**src/design/gyro_bias_calibrate_integrate_assert.svh**
```systemverilog
// assertion macros for the gyro bias calibrate and integrate block
// expects clk and arst_n in the scope of each use
`ifndef GYRO_BIAS_CALIBRATE_INTEGRATE_ASSERT_SVH
`define GYRO_BIAS_CALIBRATE_INTEGRATE_ASSERT_SVH

// condition must hold at every edge outside reset
`define GBCI_ASSERT_ALWAYS(lbl, cond, msg) \
	lbl: assert property (@(posedge clk) disable iff (!arst_n) (cond)) else $error(msg);

// consequent must hold at any edge where the antecedent holds
`define GBCI_ASSERT_IMPLIES(lbl, ante, cons, msg) \
	lbl: assert property (@(posedge clk) disable iff (!arst_n) (ante) |-> (cons)) else $error(msg);

`endif

```
**src/design/gbci_pkg.sv**
```systemverilog
// shared types and constants for the gyro bias calibrate and integrate block
// no dependencies
package gbci_pkg;

	localparam int SAMPLE_BITS = 16;
	localparam int COUNT_BITS  = 24;
	localparam int SUM_BITS    = SAMPLE_BITS + COUNT_BITS;
	localparam int BIAS_BITS   = SAMPLE_BITS + 8;
	localparam int DIFF_BITS   = BIAS_BITS + 1;
	localparam int DELTA_BITS  = 16;
	localparam int PROD_BITS   = DIFF_BITS + DELTA_BITS + 1;
	localparam int ACC_BITS    = 64;
	localparam int TIME_BITS   = 32;
	localparam int DB_BITS     = 23;
	localparam int CFG_BITS    = 32;
	localparam int DIV_BITS    = SUM_BITS + 8;

	localparam logic CFG_CALIB_WINDOW = 1'b0;
	localparam logic CFG_DEADBAND     = 1'b1;

	localparam logic [TIME_BITS-1:0] CALIB_WINDOW_RST = 32'd5000;
	localparam logic [DB_BITS-1:0]   DEADBAND_RST     = 23'd4198;

	typedef struct packed {
		logic                          new_sample;
		logic signed [SAMPLE_BITS-1:0] gyro_z;
		logic signed [SAMPLE_BITS-1:0] accel_z;
		logic [TIME_BITS-1:0]          time_ms;
		logic [DELTA_BITS-1:0]         delta_ms;
	} sample_t;

	typedef struct packed {
		logic signed [ACC_BITS-1:0] heading;
		logic signed [ACC_BITS-1:0] speed;
		logic                       is_calibrated;
	} result_t;

	typedef enum logic [1:0] {
		OP_ACCUM,
		OP_CALIB,
		OP_INTEG
	} op_t;

	typedef struct packed {
		op_t                           op;
		logic signed [SAMPLE_BITS-1:0] gyro;
		logic signed [SAMPLE_BITS-1:0] accel;
		logic [DELTA_BITS-1:0]         delta;
	} cmd_t;

	typedef enum logic [2:0] {
		BK_IDLE,
		BK_MUL,
		BK_ACC,
		BK_DIV_G,
		BK_DIV_A,
		BK_OUT
	} back_state_t;

	typedef struct packed {
		logic idle;
		logic dividing;
		logic div_busy;
		logic calibrated;
	} back_stat_t;

endpackage

```
**src/design/gyro_bias_calibrate_integrate.sv**
```systemverilog
// top level of the gyro bias calibrate and integrate block
// depends on gbci_pkg, gbci_front, gbci_queue, gbci_back and the assertion macro header
//
// usage:
//  - input channel is queue-like: a transaction is taken at a clock edge with push high and
//    full low; the sample struct carries new_sample, gyro_z, accel_z, time_ms and delta_ms
//  - result channel is queue-like too: while empty is low the oldest result sits on result,
//    and pop with empty low takes it; every input transaction gives exactly one result
//  - config: cfg_we writes cfg_wdata into register cfg_addr (0 window, 1 deadband) at once;
//    write only while the block is idle
//  - the calibrate transaction runs the shared bit-serial divider twice, once per bias,
//    and skips it if nothing was summed; integrating passes through the multiply and
//    accumulate states before the result
//  - the back end state machine carries one command at a time and takes the next only
//    after the result of the last one is loaded
//  - a two-entry command queue lets the front keep taking transactions while the back works;
//    full rises once two commands wait
//  - a stalled receiver holds the result register; the back end then waits with its next
//    result and the command queue fills, after which full stays high
//  - reset clears sums, count, biases, accumulators, flags and queues; window reads 5000 ms
//    and deadband 4198
module gyro_bias_calibrate_integrate (
	input  logic                             clk,
	input  logic                             arst_n,
	input  logic                             push,
	output logic                             full,
	input  gbci_pkg::sample_t                sample,
	output logic                             empty,
	input  logic                             pop,
	output gbci_pkg::result_t                result,
	input  logic                             cfg_we,
	input  logic                             cfg_addr,
	input  logic [gbci_pkg::CFG_BITS-1:0]    cfg_wdata
);

	// configuration registers
	logic [gbci_pkg::TIME_BITS-1:0] calib_window_q;
	logic [gbci_pkg::DB_BITS-1:0]   deadband_q;

	// front to queue to back
	gbci_pkg::cmd_t       fr_cmd;
	logic                 fr_wr;
	logic                 fr_calibrated;
	gbci_pkg::cmd_t       q_head;
	logic                 q_rd;
	logic                 q_full;
	logic                 q_empty;
	gbci_pkg::back_stat_t bk_stat;

	// check terms
	logic                 back_quiet;
	logic                 calib_agree;

	always_ff @(posedge clk or negedge arst_n) begin
		if (!arst_n) begin
			calib_window_q <= gbci_pkg::CALIB_WINDOW_RST;
			deadband_q     <= gbci_pkg::DEADBAND_RST;
		end else if (cfg_we) begin
			case (cfg_addr)
				gbci_pkg::CFG_CALIB_WINDOW: calib_window_q <= cfg_wdata;
				gbci_pkg::CFG_DEADBAND:     deadband_q <= cfg_wdata[gbci_pkg::DB_BITS-1:0];
				default: begin
				end
			endcase
		end
	end

	// classification and held samples
	gbci_front u_front (
		.clk          (clk),
		.arst_n       (arst_n),
		.push         (push),
		.sample       (sample),
		.calib_window (calib_window_q),
		.q_full       (q_full),
		.cmd          (fr_cmd),
		.cmd_wr       (fr_wr),
		.calibrated   (fr_calibrated)
	);

	// decouples front and back
	gbci_queue u_queue (
		.clk     (clk),
		.arst_n  (arst_n),
		.wr      (fr_wr),
		.wr_data (fr_cmd),
		.rd      (q_rd),
		.rd_data (q_head),
		.full    (q_full),
		.empty   (q_empty)
	);

	// arithmetic and result register
	gbci_back u_back (
		.clk      (clk),
		.arst_n   (arst_n),
		.q_empty  (q_empty),
		.q_head   (q_head),
		.q_rd     (q_rd),
		.deadband (deadband_q),
		.pop      (pop),
		.empty    (empty),
		.result   (result),
		.stat     (bk_stat)
	);

	assign full = q_full;

	assign back_quiet  = q_empty && bk_stat.idle;
	assign calib_agree = (fr_calibrated == bk_stat.calibrated);

	// checks
	`include "gyro_bias_calibrate_integrate_assert.svh"

	// with nothing in flight the front's flag copy agrees with the back
	`GBCI_ASSERT_IMPLIES(a_calib_sync, back_quiet, calib_agree, "calibrated flags disagree")
	// divider only runs during a calibrate transaction
	`GBCI_ASSERT_IMPLIES(a_div_owner, bk_stat.div_busy, bk_stat.dividing, "stray divider run")
	// front never writes a full queue
	`GBCI_ASSERT_ALWAYS(a_no_overrun, !(fr_wr && q_full), "command queue written while full")

endmodule

```
**src/design/gbci_queue.sv**
```systemverilog
// two-entry command queue between front and back
// depends on gbci_pkg
module gbci_queue (
	input  logic            clk,
	input  logic            arst_n,
	input  logic            wr,
	input  gbci_pkg::cmd_t  wr_data,
	input  logic            rd,
	output gbci_pkg::cmd_t  rd_data,
	output logic            full,
	output logic            empty
);

	gbci_pkg::cmd_t mem_q [2];
	logic           wr_ptr_q;
	logic           rd_ptr_q;
	logic [1:0]     count_q;

	assign full    = (count_q == 2'd2);
	assign empty   = (count_q == 2'd0);
	assign rd_data = mem_q[rd_ptr_q];

	always_ff @(posedge clk) begin
		if (wr && !full) begin
			mem_q[wr_ptr_q] <= wr_data;
		end
	end

	always_ff @(posedge clk or negedge arst_n) begin
		if (!arst_n) begin
			wr_ptr_q <= 1'b0;
			rd_ptr_q <= 1'b0;
			count_q  <= 2'd0;
		end else begin
			if (wr && !full) begin
				wr_ptr_q <= ~wr_ptr_q;
			end
			if (rd && !empty) begin
				rd_ptr_q <= ~rd_ptr_q;
			end
			case ({wr && !full, rd && !empty})
				2'b10:   count_q <= count_q + 2'd1;
				2'b01:   count_q <= count_q - 2'd1;
				default: count_q <= count_q;
			endcase
		end
	end

endmodule

```
**src/design/gbci_div.sv**
```systemverilog
// restoring divider, one quotient bit per cycle
// depends on gbci_pkg
module gbci_div (
	input  logic                                clk,
	input  logic                                arst_n,
	input  logic                                start,
	input  logic [gbci_pkg::DIV_BITS-1:0]       dividend,
	input  logic [gbci_pkg::COUNT_BITS-1:0]     divisor,
	output logic                                busy,
	output logic                                done,
	output logic [gbci_pkg::DIV_BITS-1:0]       quot
);

	localparam int CNT_BITS = $clog2(gbci_pkg::DIV_BITS);

	logic                               busy_q;
	logic                               done_q;
	logic [CNT_BITS-1:0]                cnt_q;
	logic [gbci_pkg::COUNT_BITS-1:0]    rem_q;
	logic [gbci_pkg::COUNT_BITS-1:0]    dvs_q;
	logic [gbci_pkg::DIV_BITS-1:0]      dq_q;
	logic [gbci_pkg::COUNT_BITS:0]      trial;
	logic [gbci_pkg::COUNT_BITS:0]      diff;
	logic                               fits;

	// shift in the next dividend bit and try the subtract
	assign trial = {rem_q, dq_q[gbci_pkg::DIV_BITS-1]};
	assign diff  = trial - {1'b0, dvs_q};
	assign fits  = (trial >= {1'b0, dvs_q});

	assign busy = busy_q;
	assign done = done_q;
	assign quot = dq_q;

	always_ff @(posedge clk) begin
		if (start && !busy_q) begin
			rem_q <= '0;
			dvs_q <= divisor;
			dq_q  <= dividend;
		end else if (busy_q) begin
			rem_q <= fits ? diff[gbci_pkg::COUNT_BITS-1:0] : trial[gbci_pkg::COUNT_BITS-1:0];
			dq_q  <= {dq_q[gbci_pkg::DIV_BITS-2:0], fits};
		end
	end

	always_ff @(posedge clk or negedge arst_n) begin
		if (!arst_n) begin
			busy_q <= 1'b0;
			done_q <= 1'b0;
			cnt_q  <= '0;
		end else begin
			done_q <= busy_q && (cnt_q == '0);
			if (start && !busy_q) begin
				busy_q <= 1'b1;
				cnt_q  <= CNT_BITS'(gbci_pkg::DIV_BITS - 1);
			end else if (busy_q) begin
				if (cnt_q == '0) begin
					busy_q <= 1'b0;
				end else begin
					cnt_q <= cnt_q - CNT_BITS'(1);
				end
			end
		end
	end

endmodule

```
**src/design/gbci_front.sv**
```systemverilog
// front end: takes items, keeps held samples, classifies each item
// depends on gbci_pkg
module gbci_front (
	input  logic                             clk,
	input  logic                             arst_n,
	input  logic                             push,
	input  gbci_pkg::sample_t                sample,
	input  logic [gbci_pkg::TIME_BITS-1:0]   calib_window,
	input  logic                             q_full,
	output gbci_pkg::cmd_t                   cmd,
	output logic                             cmd_wr,
	output logic                             calibrated
);

	logic signed [gbci_pkg::SAMPLE_BITS-1:0] held_gyro_q;
	logic signed [gbci_pkg::SAMPLE_BITS-1:0] held_accel_q;
	logic                                    calib_q;

	assign cmd_wr     = push && !q_full;
	assign calibrated = calib_q;

	// build and classify the command; the own copy of the calibrated flag is set when the calibrate transaction is queued
	always_comb begin
		cmd.gyro  = sample.new_sample ? sample.gyro_z : held_gyro_q;
		cmd.accel = sample.new_sample ? sample.accel_z : held_accel_q;
		cmd.delta = sample.delta_ms;
		if (sample.time_ms < calib_window) begin
			cmd.op = gbci_pkg::OP_ACCUM;
		end else if (!calib_q) begin
			cmd.op = gbci_pkg::OP_CALIB;
		end else begin
			cmd.op = gbci_pkg::OP_INTEG;
		end
	end

	always_ff @(posedge clk or negedge arst_n) begin
		if (!arst_n) begin
			held_gyro_q  <= '0;
			held_accel_q <= '0;
			calib_q      <= 1'b0;
		end else if (cmd_wr) begin
			held_gyro_q  <= cmd.gyro;
			held_accel_q <= cmd.accel;
			if (cmd.op == gbci_pkg::OP_CALIB) begin
				calib_q <= 1'b1;
			end
		end
	end

endmodule

```
**src/design/gbci_back.sv**
```systemverilog
// back end: sums, bias divide, deadband and saturating integration
// depends on gbci_pkg and gbci_div
module gbci_back (
	input  logic                           clk,
	input  logic                           arst_n,
	input  logic                           q_empty,
	input  gbci_pkg::cmd_t                 q_head,
	output logic                           q_rd,
	input  logic [gbci_pkg::DB_BITS-1:0]   deadband,
	input  logic                           pop,
	output logic                           empty,
	output gbci_pkg::result_t              result,
	output gbci_pkg::back_stat_t           stat
);

	localparam logic [gbci_pkg::COUNT_BITS-1:0] COUNT_MAX = '1;

	gbci_pkg::back_state_t state_q, state_d;

	logic signed [gbci_pkg::SUM_BITS-1:0]   gyro_sum_q, accel_sum_q;
	logic [gbci_pkg::COUNT_BITS-1:0]        count_q;
	logic signed [gbci_pkg::BIAS_BITS-1:0]  gyro_bias_q, accel_bias_q;
	logic                                   calib_q;
	logic signed [gbci_pkg::ACC_BITS-1:0]   heading_q, speed_q;
	logic signed [gbci_pkg::DIFF_BITS-1:0]  g_s1, a_s1;
	logic [gbci_pkg::DELTA_BITS-1:0]        dt_s1;
	logic signed [gbci_pkg::PROD_BITS-1:0]  pg_s2, pa_s2;
	logic                                   neg_q;
	gbci_pkg::result_t                      res_q;
	logic                                   res_valid_q;

	logic                                   start_any;
	logic                                   div_start;
	logic                                   div_busy;
	logic                                   div_done;
	logic [gbci_pkg::DIV_BITS-1:0]          div_dividend;
	logic [gbci_pkg::DIV_BITS-1:0]          div_quot;
	logic [gbci_pkg::SUM_BITS-1:0]          sum_mag;
	logic                                   sum_neg;
	logic signed [gbci_pkg::BIAS_BITS-1:0]  bias_val;
	logic signed [gbci_pkg::DIFF_BITS-1:0]  g_raw, a_raw, g_mag;
	logic                                   res_load;

	function automatic logic signed [gbci_pkg::ACC_BITS-1:0] sat_add(
		input logic signed [gbci_pkg::ACC_BITS-1:0]  acc,
		input logic signed [gbci_pkg::PROD_BITS-1:0] prod
	);
		logic signed [gbci_pkg::ACC_BITS:0] s;
		s = {acc[gbci_pkg::ACC_BITS-1], acc}
			+ {{(gbci_pkg::ACC_BITS + 1 - gbci_pkg::PROD_BITS){prod[gbci_pkg::PROD_BITS-1]}}, prod};
		if (s[gbci_pkg::ACC_BITS] != s[gbci_pkg::ACC_BITS-1]) begin
			sat_add = s[gbci_pkg::ACC_BITS]
				? {1'b1, {(gbci_pkg::ACC_BITS-1){1'b0}}}
				: {1'b0, {(gbci_pkg::ACC_BITS-1){1'b1}}};
		end else begin
			sat_add = s[gbci_pkg::ACC_BITS-1:0];
		end
	endfunction

	gbci_div u_div (
		.clk      (clk),
		.arst_n   (arst_n),
		.start    (div_start),
		.dividend (div_dividend),
		.divisor  (count_q),
		.busy     (div_busy),
		.done     (div_done),
		.quot     (div_quot)
	);

	// one divider, gyro mean first, then accel mean
	always_comb begin
		sum_neg      = (state_q == gbci_pkg::BK_IDLE) ? gyro_sum_q[gbci_pkg::SUM_BITS-1]
		                                              : accel_sum_q[gbci_pkg::SUM_BITS-1];
		sum_mag      = (state_q == gbci_pkg::BK_IDLE)
			? (sum_neg ? gbci_pkg::SUM_BITS'(-gyro_sum_q) : gbci_pkg::SUM_BITS'(gyro_sum_q))
			: (sum_neg ? gbci_pkg::SUM_BITS'(-accel_sum_q) : gbci_pkg::SUM_BITS'(accel_sum_q));
		div_dividend = {sum_mag, 8'd0};
		bias_val     = neg_q ? -$signed(div_quot[gbci_pkg::BIAS_BITS-1:0])
		                     : $signed(div_quot[gbci_pkg::BIAS_BITS-1:0]);
	end

	// bias removal and deadband on the queue head
	always_comb begin
		g_raw = $signed({q_head.gyro[gbci_pkg::SAMPLE_BITS-1], q_head.gyro, 8'd0})
			- $signed({gyro_bias_q[gbci_pkg::BIAS_BITS-1], gyro_bias_q});
		a_raw = $signed({q_head.accel[gbci_pkg::SAMPLE_BITS-1], q_head.accel, 8'd0})
			- $signed({accel_bias_q[gbci_pkg::BIAS_BITS-1], accel_bias_q});
		g_mag = g_raw[gbci_pkg::DIFF_BITS-1] ? -g_raw : g_raw;
	end

	always_comb begin
		state_d   = state_q;
		q_rd      = 1'b0;
		start_any = 1'b0;
		res_load  = 1'b0;
		case (state_q)
			gbci_pkg::BK_IDLE: begin
				if (!q_empty) begin
					q_rd = 1'b1;
					case (q_head.op)
						gbci_pkg::OP_ACCUM: state_d = gbci_pkg::BK_OUT;
						gbci_pkg::OP_CALIB: begin
							if (count_q == '0) begin
								state_d = gbci_pkg::BK_OUT;
							end else begin
								start_any = 1'b1;
								state_d   = gbci_pkg::BK_DIV_G;
							end
						end
						gbci_pkg::OP_INTEG: state_d = gbci_pkg::BK_MUL;
						default:            state_d = gbci_pkg::BK_OUT;
					endcase
				end
			end
			gbci_pkg::BK_MUL: state_d = gbci_pkg::BK_ACC;
			gbci_pkg::BK_ACC: state_d = gbci_pkg::BK_OUT;
			gbci_pkg::BK_DIV_G: begin
				if (div_done) begin
					start_any = 1'b1;
					state_d   = gbci_pkg::BK_DIV_A;
				end
			end
			gbci_pkg::BK_DIV_A: begin
				if (div_done) begin
					state_d = gbci_pkg::BK_OUT;
				end
			end
			gbci_pkg::BK_OUT: begin
				if (!res_valid_q || pop) begin
					res_load = 1'b1;
					state_d  = gbci_pkg::BK_IDLE;
				end
			end
			default: state_d = gbci_pkg::BK_IDLE;
		endcase
	end

	assign div_start = start_any;

	always_ff @(posedge clk or negedge arst_n) begin
		if (!arst_n) begin
			state_q <= gbci_pkg::BK_IDLE;
		end else begin
			state_q <= state_d;
		end
	end

	always_ff @(posedge clk or negedge arst_n) begin
		if (!arst_n) begin
			gyro_sum_q   <= '0;
			accel_sum_q  <= '0;
			count_q      <= '0;
			gyro_bias_q  <= '0;
			accel_bias_q <= '0;
			calib_q      <= 1'b0;
			heading_q    <= '0;
			speed_q      <= '0;
			neg_q        <= 1'b0;
			res_valid_q  <= 1'b0;
		end else begin
			if (start_any) begin
				neg_q <= sum_neg;
			end
			if (q_rd) begin
				case (q_head.op)
					gbci_pkg::OP_ACCUM: begin
						if (count_q != COUNT_MAX) begin
							gyro_sum_q  <= gyro_sum_q + gbci_pkg::SUM_BITS'(q_head.gyro);
							accel_sum_q <= accel_sum_q + gbci_pkg::SUM_BITS'(q_head.accel);
							count_q     <= count_q + gbci_pkg::COUNT_BITS'(1);
						end
					end
					gbci_pkg::OP_CALIB: begin
						// empty window leaves both biases at zero
						if (count_q == '0) begin
							calib_q <= 1'b1;
						end
					end
					default: begin
					end
				endcase
			end
			if (state_q == gbci_pkg::BK_DIV_G && div_done) begin
				gyro_bias_q <= bias_val;
			end
			if (state_q == gbci_pkg::BK_DIV_A && div_done) begin
				accel_bias_q <= bias_val;
				calib_q      <= 1'b1;
			end
			if (state_q == gbci_pkg::BK_ACC) begin
				heading_q <= sat_add(heading_q, pg_s2);
				speed_q   <= sat_add(speed_q, pa_s2);
			end
			if (res_load) begin
				res_valid_q <= 1'b1;
			end else if (pop) begin
				res_valid_q <= 1'b0;
			end
		end
	end

	// integrate datapath stages
	always_ff @(posedge clk) begin
		if (q_rd && q_head.op == gbci_pkg::OP_INTEG) begin
			g_s1  <= (g_mag < $signed({2'b00, deadband})) ? '0 : g_raw;
			a_s1  <= a_raw;
			dt_s1 <= q_head.delta;
		end
		if (state_q == gbci_pkg::BK_MUL) begin
			pg_s2 <= gbci_pkg::PROD_BITS'(g_s1) * gbci_pkg::PROD_BITS'($signed({1'b0, dt_s1}));
			pa_s2 <= gbci_pkg::PROD_BITS'(a_s1) * gbci_pkg::PROD_BITS'($signed({1'b0, dt_s1}));
		end
		if (res_load) begin
			res_q.heading       <= heading_q;
			res_q.speed         <= speed_q;
			res_q.is_calibrated <= calib_q;
		end
	end

	assign empty  = !res_valid_q;
	assign result = res_q;

	assign stat.idle       = (state_q == gbci_pkg::BK_IDLE);
	assign stat.dividing   = (state_q == gbci_pkg::BK_DIV_G) || (state_q == gbci_pkg::BK_DIV_A);
	assign stat.div_busy   = div_busy;
	assign stat.calibrated = calib_q;

endmodule
```
**config.mk**
```make
export PLATFORM = sky130hd
export DESIGN_NAME = gyro_bias_calibrate_integrate
export DESIGN_NICKNAME = d
export VERILOG_FILES = /design/src/design/gbci_pkg.sv /design/src/design/gyro_bias_calibrate_integrate.sv /design/src/design/gbci_queue.sv /design/src/design/gbci_div.sv /design/src/design/gbci_front.sv /design/src/design/gbci_back.sv
export VERILOG_INCLUDE_DIRS = /design/src /design/src/design
export SDC_FILE = /design/constraint.sdc
export NUM_CORES = 2
export LEC_CHECK = 0
export BUFFER_PORTS_ARGS = -buffer_cell sky130_fd_sc_hd__buf_2
export CAP_MARGIN = 20
export CORE_MARGIN = 8
export CORE_UTILIZATION = 55
export DETAILED_ROUTE_END_ITERATION = 8
export GPL_TIMING_DRIVEN = 0
export PLACE_DENSITY_LB_ADDON = 0.25
export SLEW_MARGIN = 0
export SYNTH_ARGS = -nofsm -noshare
export SYNTH_HDL_FRONTEND = slang
export SYNTH_SLANG_ARGS = --single-unit
```
**constraint.sdc**
```tcl
create_clock -name clk -period 13.05 [get_ports clk]
set_input_delay 0.6525 -clock clk [delete_from_list [all_inputs] [get_ports clk]]
set_output_delay 0.6525 -clock clk [all_outputs]
set_load 0.005 [all_outputs]
```
==> flow_summary_export.csv <==
group,metric,value,unit
sta,final.setup.tns,0,ns
cts,cts-root-buf,"clkbuf_16",
floorplan,dieArea,0.1550,mm²
cts,clk_pin_slew,0.06,ns
layout,drive_above_1_share,8.424,%
min_path,worstHoldPathCells,1,
cts,cts_buffers,95,
sta,finalHoldViolCount,0,
sta,drv_slew,0,
sta,setup_viol,0,
synth,netlist_instances,8203,
synth,synth-seq-area-share,30.09,%
floorplan,rows,138,
layout,finalNetCount,10010,
cts,cts_sinks,861,
detailed_routing,num_vias,59990,
job,drv_cap,0,
synth,synth_seq_cells,861,
floorplan,die_h,393.7,µm
detailed_routing,routed_wl,215900,µm
cts,cts_tree,"yes",
setup_path,cp_max_fo,10,
placement,place_congestion,0.9699,
layout,regArea,0.02362,mm²
synth,yosysWarnings,0,
min_path,min_path_type,"input port to register",
setup_path,cp-end-kind,"register",
global_route,grt.overflow.total,0,
floorplan,core,0.1416,mm²
detailed_routing,drt-initial-drc-count,4078,
synth,synth_edf_count,443,
placement,port_buffers,248,
setup_path,worstPathRequired,13.51,ns
detailed_routing,vias_per_cell,5.687,
detailed_routing,drc,0,
layout,multi_input_area,0.04909,mm²
min_path,hold_start,"sample[1]",
cts,cts_max_path_buffers,3,
placement,hpwlAfterDp,172900,µm
synth,syn-cell-area,0.07847,mm²
setup_path,r2r_start,"u_back.dt_s1[3]",
setup_path,path_class,"register to register",
global_route,grt_pass1_vias,61990,
floorplan,initial_utilization,55.42,%
global_route,antenna_found_initial,12,
synth,synth_ff_type,"edfxtp_1",
global_route,grtUsageTotal,27.47,%
setup_path,r2r-end,"u_back.pg_s2[40]",
min_path,hold_end,"u_queue.mem_q[0][1]",
setup_path,cp.arrival,9.22,ns
sta,period_share,67.12,%
detailed_routing,final_antenna_net_count,0,
sta,tightest_slew,1.206,ns
detailed_routing,firstDrtPassIters,6,
sta,slew_headroom,19.58,%
synth,async_flop_share,44.83,%
cts,htree_levels,3,
floorplan,die_w,393.7,µm
detailed_routing,wl_per_cell,20.47,µm
sta,rsz0062_at_grt,"no",
sta,fin_crit,8.759,ns
layout,layout_commonest_cell,"inv_1",
cts,worstSkewPairLatency,0.73,ns
setup_path,reg2reg_depth,25,
layout,areaGrowthSynthToFinish,9.399,%
global_route,grt_first_pass_wirelength,341300,µm
synth,avgSynthCellArea,9.566,µm²
layout,filler_cell_count,12120,
floorplan,num_io_pins,250,
setup_path,rrSetupSlack,4.29,ns
global_route,grt_max_degree,112,
run_status,status,"complete, no violations",
layout,most-common-layout-cells,"inv_1 (1173), nand2_1 (1101), fa_1 (787)",
sta,max_freq,114.2,MHz
sta,skew,0.04829,ns
setup_path,critPathLaunchType,"register",
synth,ys_types,115,
synth,synth_fp_nets,9640,
## per-stage QoR
step                      util (%)  instances  setup slack, ns  instance area [µm²]  hold slack [ns]
final                        60.63      10550            4.291                85850           0.1078
after global routing         60.63      10550            3.977                85850          0.07291
after CTS                    60.60      10540            4.428                85810          0.05497
after detailed placement     58.25      10360            4.492                82480           0.4486
after global placement       57.97      10340            2.939                82080           0.4392
after floorplan                  -       8203            5.930                78470           0.3569
## cells in the mapped netlist (all sizes together) (280+ instances only)
cell type,n,area [µm²]
nand2,1105,4158
clkbuf,300,1132
and2,353,2208
dfrtp,376,9409
o21ai,536,2769
a21oi,360,1813
nor2,361,1394
xnor2,280,2471
fa,787,15760
inv,1174,4407
edfxtp,443,13300
ha,531,6644
## cells by family (layout without fill, tap and decap cells)
kind of cell | count (synthesis) | in the layout | share of synthesized area [%]
buf+inv | 1519 | 1970 | 7.392
simple gates | 2347 | 2347 | 14.07
xor+xnor | 471 | 471 | 5.290
other cells | 0 | 5 | 0
flops | 861 | 861 | 30.09
fa+ha+maj | 1336 | 1336 | 28.79
compound gates | 1515 | 1515 | 12.18
mux | 154 | 154 | 2.189
## per-layer routing
metal  vias up  share of wire (%)  GRT usage (%)
met2      2061                 48          47.41
met5         -              0.032              0
met3       575                6.2          4.492
met4        12                5.4          12.60
met1     29500                 40          33.85
li1      27850                  -              -
## layout make-up
cell class	count	share of cell area, %
diodes	5	0.01457
clock inverters	61	0.9138
plain buffers	345	1.625
repair buffers	272	1.918
inverters	1174	5.133
clock buffers	118	2.953
multi-input cells	5823	57.18
well taps	1890	2.755
flip-flops and latches	861	27.51
## worst max-delay path: stages, from the launching register on
cell,delay (ns)
edfxtp_1,0.73
clkbuf_1,0.83
clkbuf_1,0.69
nand2_1,0.17
fa_1,0.54
fa_1,0.53
fa_1,0.52
inv_1,0.06
fa_1,0.55
fa_1,0.51
inv_1,0.05
fa_1,0.47
inv_1,0.04
ha_1,0.33
o21a_1,0.20
o21ai_0,0.25
nor4_1,0.10
o21ai_0,0.18
nand4b_1,0.14
and2_1,0.22
a41o_1,0.26
o41ai_1,0.42
o21bai_1,0.16
a31o_2,0.27
a21oi_1,0.17
xnor2_1,0.08
## sequential cells by signal, summed over array words and instances (netlist names), 6 cells and up
name / cells
u_back.accel_sum_q: 40
u_queue.mem_q: 100
u_back.u_div.cnt_q: 6
u_back.gyro_sum_q: 40
u_back.dt_s1: 16
u_back.accel_bias_q: 24
u_front.held_accel_q: 16
u_back.heading_q: 64
u_back.gyro_bias_q: 24
u_back.g_s1: 25
u_back.speed_q: 64
u_back.a_s1: 25
u_back.pg_s2: 42
calib_window_q: 32
u_back.u_div.rem_q: 24
u_back.u_div.quot: 48
u_back.result: 129
u_back.count_q: 24
u_back.pa_s2: 42
deadband_q: 23
u_front.held_gyro_q: 16
u_back.u_div.dvs_q: 24
## worst max-delay path by stage
stage,start,end,cells after the start
finish,u_back.dt_s1[3],u_back.pg_s2[40],25
global route,u_back.dt_s1[3],u_back.pg_s2[40],25
CTS,u_back.dt_s1[3],u_back.pg_s2[40],25
detailed placement,u_back.dt_s1[3],u_back.pg_s2[40],25
global placement,u_back.state_q[0],u_back.pa_s2[34],3
floorplan,u_back.state_q[0],u_back.pa_s2[0],3
## repair_timing
| action | in CTS | in global routing |
|---|---|---|
| buffers inserted | 0 | 0 |
| hold endpoints to repair | 13 | 0 |
| setup endpoints to repair | 0 | 0 |
| hold buffers | 1 | 0 |
| gates resized for setup | 0 | 0 |
Power is left out: the tool's default activity adds up to more than one toggle a clock period on the data nets, which glitch-free logic cannot reach.
